===== src/design/kpdc_pkg.sv =====
// Shared types, constants and register map of the key press duration classifier.
package kpdc_pkg;

    localparam int NumKeys   = 3;
    localparam int KeySlots  = 3;
    localparam int NumRegs   = 8;
    localparam int CntW      = 13;
    localparam int StateW    = 3;
    localparam int CountW    = 2;
    localparam int AddrW     = 5;
    localparam int DataW     = 32;
    localparam int InTdataW  = 8;
    localparam int OutTdataW = 16;

    localparam logic [CntW-1:0] HoldMax = CntW'(8000);

    typedef enum logic [StateW-1:0] {
        KC_IDLE    = 3'd0,
        KC_CLICK   = 3'd1,
        KC_HELD2S  = 3'd2,
        KC_HELD4S  = 3'd3,
        KC_HELD6S  = 3'd4,
        KC_HELD7S  = 3'd5,
        KC_HELD8S  = 3'd6,
        KC_HELD12S = 3'd7
    } t_key_class;

    typedef enum logic [2:0] {
        REG_CLICK  = 3'd0,
        REG_HOLD2  = 3'd1,
        REG_HOLD4  = 3'd2,
        REG_HOLD5  = 3'd3,
        REG_HOLD6  = 3'd4,
        REG_HOLD7  = 3'd5,
        REG_HOLD8  = 3'd6,
        REG_HOLD12 = 3'd7
    } t_reg_idx;

    typedef logic [CntW-1:0] t_thresh [NumRegs];

    typedef struct packed {
        t_key_class state;
        logic       held5s;
    } t_key_status;

    localparam logic [CntW-1:0] RegReset [NumRegs] = '{
        CntW'(2), CntW'(200), CntW'(400), CntW'(500),
        CntW'(600), CntW'(700), CntW'(800), CntW'(1200)
    };

endpackage


===== src/design/kpdc_lane.sv =====
// One key lane: hold counter, threshold compares and class state.
module kpdc_lane (
    input  logic                 i_clk,
    input  logic                 i_rst_n,
    input  logic                 i_accept,
    input  logic                 i_level,
    input  kpdc_pkg::t_thresh    i_thresh,
    output kpdc_pkg::t_key_status o_next
);
    import kpdc_pkg::*;

    logic [CntW-1:0] r_cnt, n_cnt;
    t_key_class      r_state, n_state;
    logic            r_held5s, n_held5s;

    always_comb begin
        n_cnt    = '0;
        n_state  = KC_IDLE;
        n_held5s = 1'b0;
        if (!i_level) begin
            n_cnt    = (r_cnt >= HoldMax - CntW'(1)) ? HoldMax : r_cnt + CntW'(1);
            n_state  = r_state;
            n_held5s = r_held5s;
            if (n_cnt == i_thresh[REG_CLICK])  n_state  = KC_CLICK;
            if (n_cnt == i_thresh[REG_HOLD2])  n_state  = KC_HELD2S;
            if (n_cnt == i_thresh[REG_HOLD4])  n_state  = KC_HELD4S;
            if (n_cnt == i_thresh[REG_HOLD5])  n_held5s = 1'b1;
            if (n_cnt == i_thresh[REG_HOLD6])  n_state  = KC_HELD6S;
            if (n_cnt == i_thresh[REG_HOLD7])  n_state  = KC_HELD7S;
            if (n_cnt == i_thresh[REG_HOLD8])  n_state  = KC_HELD8S;
            if (n_cnt == i_thresh[REG_HOLD12]) n_state  = KC_HELD12S;
        end
    end

    always_ff @(posedge i_clk) begin
        if (!i_rst_n) begin
            r_cnt    <= '0;
            r_state  <= KC_IDLE;
            r_held5s <= 1'b0;
        end else if (i_accept) begin
            r_cnt    <= n_cnt;
            r_state  <= n_state;
            r_held5s <= n_held5s;
        end
    end

    assign o_next.state  = n_state;
    assign o_next.held5s = n_held5s;

endmodule


===== src/design/kpdc_merge.sv =====
// Merge stage: count active keys and pack the result item.
module kpdc_merge (
    input  kpdc_pkg::t_key_status         i_status [kpdc_pkg::KeySlots],
    output logic [kpdc_pkg::OutTdataW-1:0] o_tdata
);
    import kpdc_pkg::*;

    logic [CountW-1:0] count;

    always_comb begin
        count = '0;
        for (int k = 0; k < KeySlots; k++) begin
            if (i_status[k].state != KC_IDLE || i_status[k].held5s)
                count = count + CountW'(1);
        end
    end

    assign o_tdata = {2'b00, count,
                      i_status[2].held5s, i_status[1].held5s, i_status[0].held5s,
                      i_status[2].state, i_status[1].state, i_status[0].state};

endmodule


===== src/design/key_press_duration_classifier.sv =====
// Top level of the key press duration classifier: config registers, lanes, output register.
//
// Usage:
//   Input channel s_*: one item per scan tick; s_tdata[2:0] carries the raw
//   level of keys 0..2 (low means pressed), upper bits are ignored.
//   Output channel m_*: one item per input item, in order. m_tdata fields
//   from bit 0 up: key0_state[2:0], key1_state[5:3], key2_state[8:6],
//   key0_held5s[9], key1_held5s[10], key2_held5s[11], active_key_count[13:12].
//   Configuration: APB port, eight 13-bit thresholds at byte address 4*i
//   (click, 2s, 4s, 5s, 6s, 7s, 8s, 12s); write only while idle.
//   The result appears on m_tvalid in the cycle after the item is
//   accepted. Throughput: one item per cycle while m_tready is high, set by the
//   single output register; all key lanes update in parallel in the accepting cycle.
//   Stall: while m_tready is low and the output register is full, s_tready
//   drops and lane state holds; the output item holds until taken.
//   Reset (i_rst_n low, synchronous): counters, states and flags clear,
//   thresholds return to their defaults, the output register empties.
module key_press_duration_classifier (
    input  logic                                 i_clk,
    input  logic                                 i_rst_n,
    input  logic                                 s_tvalid,
    output logic                                 s_tready,
    input  logic [kpdc_pkg::InTdataW-1:0]        s_tdata,  // [2:0] key_levels
    output logic                                 m_tvalid,
    input  logic                                 m_tready,
    // [2:0] key0_state, [5:3] key1_state, [8:6] key2_state, [9] key0_held5s,
    // [10] key1_held5s, [11] key2_held5s, [13:12] active_key_count
    output logic [kpdc_pkg::OutTdataW-1:0]       m_tdata,
    input  logic                                 psel,
    input  logic                                 penable,
    input  logic                                 pwrite,
    input  logic [kpdc_pkg::AddrW-1:0]           paddr,
    input  logic [kpdc_pkg::DataW-1:0]           pwdata,
    output logic [kpdc_pkg::DataW-1:0]           prdata,
    output logic                                 pready
);
    import kpdc_pkg::*;

    t_thresh                r_thresh;
    logic                   r_out_valid;
    logic [OutTdataW-1:0]   r_out_data;
    logic                   accept;
    t_key_status            lane_next [KeySlots];
    logic [OutTdataW-1:0]   merged;
    logic [2:0]             reg_idx;

    assign pready  = 1'b1;
    assign reg_idx = paddr[AddrW-1:2];
    assign prdata  = {{(DataW-CntW){1'b0}}, r_thresh[reg_idx]};

    always_ff @(posedge i_clk) begin
        if (!i_rst_n) begin
            r_thresh <= RegReset;
        end else if (psel && penable && pwrite) begin
            r_thresh[reg_idx] <= pwdata[CntW-1:0];
        end
    end

    assign s_tready = !r_out_valid || m_tready;
    assign accept   = s_tvalid && s_tready;

    for (genvar k = 0; k < KeySlots; k++) begin : g_lane
        if (k < NumKeys) begin : g_live
            kpdc_lane u_lane (
                .i_clk    (i_clk),
                .i_rst_n  (i_rst_n),
                .i_accept (accept),
                .i_level  (s_tdata[k]),
                .i_thresh (r_thresh),
                .o_next   (lane_next[k])
            );
        end else begin : g_unused
            assign lane_next[k] = '{state: KC_IDLE, held5s: 1'b0};
        end
    end

    kpdc_merge u_merge (
        .i_status (lane_next),
        .o_tdata  (merged)
    );

    always_ff @(posedge i_clk) begin
        if (!i_rst_n) begin
            r_out_valid <= 1'b0;
        end else if (accept) begin
            r_out_valid <= 1'b1;
        end else if (m_tready) begin
            r_out_valid <= 1'b0;
        end
    end

    always_ff @(posedge i_clk) begin
        if (accept) begin
            r_out_data <= merged;
        end
    end

    assign m_tvalid = r_out_valid;
    assign m_tdata  = r_out_data;

endmodule

===== config.mk =====
export PLATFORM = sky130hd
export DESIGN_NAME = key_press_duration_classifier
export DESIGN_NICKNAME = d
export VERILOG_FILES = /design/src/design/kpdc_pkg.sv /design/src/design/kpdc_lane.sv /design/src/design/kpdc_merge.sv /design/src/design/key_press_duration_classifier.sv
export SDC_FILE = /design/constraint.sdc
export NUM_CORES = 1
export LEC_CHECK = 0
export ABC_AREA = 1
export BUFFER_PORTS_ARGS = -buffer_cell sky130_fd_sc_hd__clkbuf_2
export CAP_MARGIN = 10
export CORE_AREA = 2 2 239 182
export CTS_CLUSTER_SIZE = 14
export DETAILED_ROUTE_END_ITERATION = 12
export DIE_AREA = 0 0 241 184
export PLACE_DENSITY = 0.57
export SYNTH_ARGS = -nofsm -noshare
export SYNTH_HDL_FRONTEND = slang
export SYNTH_HIERARCHICAL = 1
export SYNTH_SLANG_ARGS = --single-unit

===== constraint.sdc =====
create_clock -name i_clk -period 4 [get_ports i_clk]
set_clock_uncertainty 0.2 [all_clocks]
set_input_delay 0.4 -clock i_clk [delete_from_list [all_inputs] [get_ports i_clk]]
set_output_delay 0.4 -clock i_clk [all_outputs]
set_load 0.005 [all_outputs]

==> impl_summary.md <==
CTS
At the later pin of the worst-skew pair, clock insertion delay measures about 480 ps. Clock tree synthesis selected as its root buffer the cell sky130_fd_sc_hd__clkbuf_16. The number of buffers created by CTS is 17. After clock tree synthesis, the clock-pin slew on the worst setup and hold paths is 80 ps.

TritonCTS built the clock tree. The clock passes through at most 2 buffers. The clock drives 172 sinks.

The H-tree generated during clock tree synthesis spans 4 levels.

Critical path
STA puts the critical path data arrival time at 3760 ps. The cell class contributing the biggest share of worst-path delay is simple AND/OR/NAND/NOR gates. The critical path starts at g_lane[1].g_live.u_lane/r_cnt[0]. The slowest library cell on the worst path is sky130_fd_sc_hd__dfxtp_1. The number of cells on the worst reg-to-reg path is 25. The capturing element type of the critical path is a flip-flop. For the worst setup path, the data required time is 4030 ps. For this run, the slowest stage of the critical path takes 390 ps. The capture point of the worst path is m_tdata[12]. The type of the worst setup path is flip-flop to flip-flop. The nature of the critical path startpoint is a flip-flop.

The critical path contains buffers and inverters numbering 5 combined. The worst-path maximum fanout is 6. The number of cells on the critical path is 25. Among the stages of the critical path, the cell type that occurs most often is sky130_fd_sc_hd__nand2_1. The setup check on the worst reg-to-reg path leaves a slack of 270 ps. The terminus of the critical flop-to-flop path is m_tdata[12]. The startpoint identified for the worst register-to-register timing path is g_lane[1].g_live.u_lane/r_cnt[0].

Floorplan
In this run the vertical extent of the chip is 184 um. The core region is 0.04180 mm2. The number of rows created at floorplan is 65. The die outline area is ~0.044 mm2. The chip width is approximately 240 um. 103 I/O pins were placed. The initial utilization of the core area, before any placement, comes to 34.87%.

Drt
The pre-antenna-repair detailed-routing pass consisted of 5 iterations. The final antenna-violating net count is 0. For this run, design rule violations remaining after detail routing come to 0.

Summed over all layers, the routed wires come to between 60 and 70 mm. The post-detailed-route wirelength per cell is 19.81 um. For this block, the via count after detailed routing is 15710. In this run, the number of DRC markers left after iteration 0 of detailed routing was between 2000 and 2500.

The number of vias per cell after detailed routing is slightly above 5.

Placement
The HPWL after detailed placement is 46.93 mm. Counting tap cells, the placed design contains a total of 3009 instances. The count of port buffers added during placement is 56.

The congestion estimate from routability-driven global placement came to 1.027.

Status
The run finished with clean final reports.

Pwr
The switching power is 1.237 mW. The share of total power in sequential cells is 44.7%. IR analysis of the VDD net gives a maximum drop of 341.6 uV. Combinational logic is responsible for 12.7% of the overall power. The power density relative to cell area is 244.5 mW/mm2. For this design the static power due to leakage is 7.711 nW. The internal power contribution is approximately 2.8 mW. The proportion of total power due to net switching is a little under a third. The overall power of the completed layout is 4.073 mW. The portion of total power attributed to the clock network is 42.6%.

Cells and area
For this run, the share of the core covered by cells in the final layout is 39.86%. At the end of the flow, the number of nets in the layout was 2547. The finished layout holds approximately 3100 standard cells, fillers aside. The number of antenna diodes in the final layout is 0.

In the final layout, the share of cells above drive strength 1 is 14.02%. The synthesis-to-finish area growth is 14.29%.

Yosys
After synthesis the netlist holds a flip-flop and latch count of 172. Counting flops with an async set or reset pin after synthesis yields a share of 0%. The netlist uses 42 different library cells. The sequential-to-total area share from yosys stat is 24.72%.

Yosys attributes the largest share of cell area to sky130_fd_sc_hd__nand2_1 23%, sky130_fd_sc_hd__dfxtp_1 21%, sky130_fd_sc_hd__nor2_1 7.4%, sky130_fd_sc_hd__xor2_1 7.2%, sky130_fd_sc_hd__nand3_1 5.6%. The post-synthesis instance total is around 2400. The area share of the largest cell type after synthesis is 23.07%. Counting flops with a built-in enable in the synthesized netlist gives 16. In the synthesized netlist the dominant register cell turns out to be sky130_fd_sc_hd__dfxtp_1. The mean instance size in the synthesized netlist is 6.102 um2. The netlist area before placement is 0.01458 mm2. The largest area contributor in the synthesized netlist is sky130_fd_sc_hd__nand2_1. The number of warnings printed during yosys synthesis is 6.

STA
Static timing analysis puts the maximum clock frequency at 267.9 MHz. The final hold violation count was 0. The final-report max-slew violation count is 0. Setup repair after global routing left no endpoint under its margin.

The total negative setup slack is 0 ps. The smallest clock period supported by the final layout is computed as 3732 ps. Setup violations remaining at the end of the flow were counted as 0. Dividing the final minimum period by the clock period gives 93.31%. Measured against its own limit, the worst slew margin works out to 34.23%. At the pin with the least slew margin, the transition time is 983.0 ps.

GRT
The first-pass GRT wire length is about 89 mm. After global routing the overflow that remains totals 0. The maximum number of pins on one net before global-route repair is 67. The number of global-route vias before repair is 14045. Global routing consumed, over all layers together, a little over a quarter of the routing resources. The number of antenna violations at the first check in global routing is 0.

Run
The number of max-cap violations is 0.

Min path
The path class of the tightest hold or removal check is input port to flip-flop.
==> logic make-up after synthesis <==
family                   Yosys count  share of synthesized area (%)
AO/OA/AOI/OAI                     84                          3.141
adder cells (fa/ha/maj)            5                         0.4291
AND/OR/NAND/NOR                 1590                          48.92
other                              3                        0.07724
buffers and inverters            325                          10.09
XOR/XNOR                         210                          12.62
flip-flops                       172                          24.72
==> area by class of cell <==
class | count | area (um2)
timing repair buffer | 169 | 1214
multi-input combinational | 1914 | 9727
clock buffer | 18 | 439.2
tap | 569 | 711.9
clock inverter | 14 | 150.1
fill | 4562 | 25140
inverter | 216 | 813.3
sequential | 172 | 3606
==> cells in the final DEF (no fill, tap or decap), types with 3 or more instances in the layout <==
cell / count
sky130_fd_sc_hd__or2_2: 30
sky130_fd_sc_hd__a211oi_1: 3
sky130_fd_sc_hd__nand3_4: 7
sky130_fd_sc_hd__nor3_1: 30
sky130_fd_sc_hd__nor2_4: 26
sky130_fd_sc_hd__conb_1: 22
sky130_fd_sc_hd__nor3b_1: 3
sky130_fd_sc_hd__xnor2_1: 90
sky130_fd_sc_hd__nor2_2: 16
sky130_fd_sc_hd__inv_1: 203
sky130_fd_sc_hd__nand2_2: 19
sky130_fd_sc_hd__edfxtp_1: 16
sky130_fd_sc_hd__nor4b_1: 3
sky130_fd_sc_hd__inv_2: 12
sky130_fd_sc_hd__o21ai_0: 16
sky130_fd_sc_hd__or2_1: 5
sky130_fd_sc_hd__nand3_1: 161
sky130_fd_sc_hd__nand3_2: 11
sky130_fd_sc_hd__inv_6: 5
sky130_fd_sc_hd__xor2_1: 118
sky130_fd_sc_hd__ha_1: 5
sky130_fd_sc_hd__a41oi_1: 3
sky130_fd_sc_hd__dfxtp_1: 154
sky130_fd_sc_hd__a21oi_1: 54
sky130_fd_sc_hd__nand4_2: 4
sky130_fd_sc_hd__nor4_1: 6
sky130_fd_sc_hd__nand2_4: 11
sky130_fd_sc_hd__buf_4: 103
sky130_fd_sc_hd__a21oi_2: 3
sky130_fd_sc_hd__nor2_8: 3
sky130_fd_sc_hd__buf_12: 6
sky130_fd_sc_hd__dlygate4sd3_1: 4
sky130_fd_sc_hd__nand2_1: 892
sky130_fd_sc_hd__nor2_1: 286
sky130_fd_sc_hd__nand4_1: 45
sky130_fd_sc_hd__or2_0: 5
sky130_fd_sc_hd__nor3_2: 3
sky130_fd_sc_hd__clkbuf_16: 17
sky130_fd_sc_hd__clkbuf_2: 55
sky130_fd_sc_hd__nand3b_1: 24
==> worst reg2reg max path: cells and delay by family, from the launching register on <==
| kind | cells | cell delay (ps) |
|---|---|---|
| AND/OR/NAND/NOR | 17 | 1770 |
| buffers and inverters | 5 | 540 |
| adder cells (fa/ha/maj) | 2 | 450 |
| flip-flops | 1 | 390 |
| XOR/XNOR | 1 | 120 |
==> flip-flops by register name (all words and copies together) (netlist names) <==
| signal | flops |
|---|---|
| g_lane.g_live.u_lane/r_cnt | 39 |
| g_lane.g_live.u_lane/r_held5s | 3 |
| g_lane.g_live.u_lane/r_state | 9 |
| m_tdata | 16 |
| m_tvalid | 1 |
| r_thresh | 104 |
==> how the worst min path moves through the flow <==
stage	start	end	depth (start not counted)
floorplan	g_lane[0].g_live.u_lane/r_held5s	g_lane[0].g_live.u_lane/r_held5s	2
detailed placement	g_lane[2].g_live.u_lane/r_cnt[12]	g_lane[2].g_live.u_lane/r_cnt[12]	2
finish	pwdata[3]	r_thresh[29]	3
global placement	r_thresh[11]	r_thresh[11]	2
global route	pwdata[3]	r_thresh[29]	3
CTS	pwdata[3]	r_thresh[29]	3
==> what timing repair did <==
item	4_1_cts	5_1_grt
endpoints found under the hold margin	6	0
setup endpoints to repair	0	2
resized for setup	0	22
buffers inserted	0	24
hold buffers	4	0
==> cell usage after synthesis, types with 19 or more instances <==
cell                       count
sky130_fd_sc_hd__nand3_1     163
sky130_fd_sc_hd__buf_2        36
sky130_fd_sc_hd__nor2_2       19
sky130_fd_sc_hd__or2_2        30
sky130_fd_sc_hd__buf_4        43
sky130_fd_sc_hd__nor2_4       20
sky130_fd_sc_hd__xnor2_1      90
sky130_fd_sc_hd__a21oi_1      55
sky130_fd_sc_hd__nand2_1     896
sky130_fd_sc_hd__nand4_1      45
sky130_fd_sc_hd__inv_1       203
sky130_fd_sc_hd__xor2_1      120
sky130_fd_sc_hd__nor3_1       31
sky130_fd_sc_hd__dfxtp_1     156
sky130_fd_sc_hd__nor2_1      286
sky130_fd_sc_hd__nand3b_1     24
==> power by group through the flow <==
stage	clock network, mW	logic (mW)	registers (mW)
4_1_cts	1.77	0.509	1.82
2_1_floorplan	0	0.342	1.84
3_5_place_dp	0	0.505	1.86
5_1_grt	1.84	0.572	1.82
6_report	1.73	0.517	1.82
3_3_place_gp	0	0.499	1.86
==> per-stage QoR <==
stage | area (um2) | hold slack (ps) | worst slack, ps
final | 16660 | 14.99 | 267.6
after global routing | 16660 | 19.80 | 4.429
after detailed placement | 15660 | 283.3 | 87.40
after CTS | 16290 | 4.101 | 65.18
after global placement | 15660 | 268.5 | 102.6
after floorplan | 14650 | 253.1 | 599.1
==> routing by layer <==
metal  global-route usage [%]  vias up  routed length (um)  part of all wire [%]
li1                         -     7561                   -                     -
met3                    6.892      121                6638                    11
met5                        0        -                  80                  0.13
met1                    39.94     7309               27800                    46
met2                    38.30      716               24090                    40
met4                    10.12        3                2229                   3.7
(Power assumes the default switching activity.)
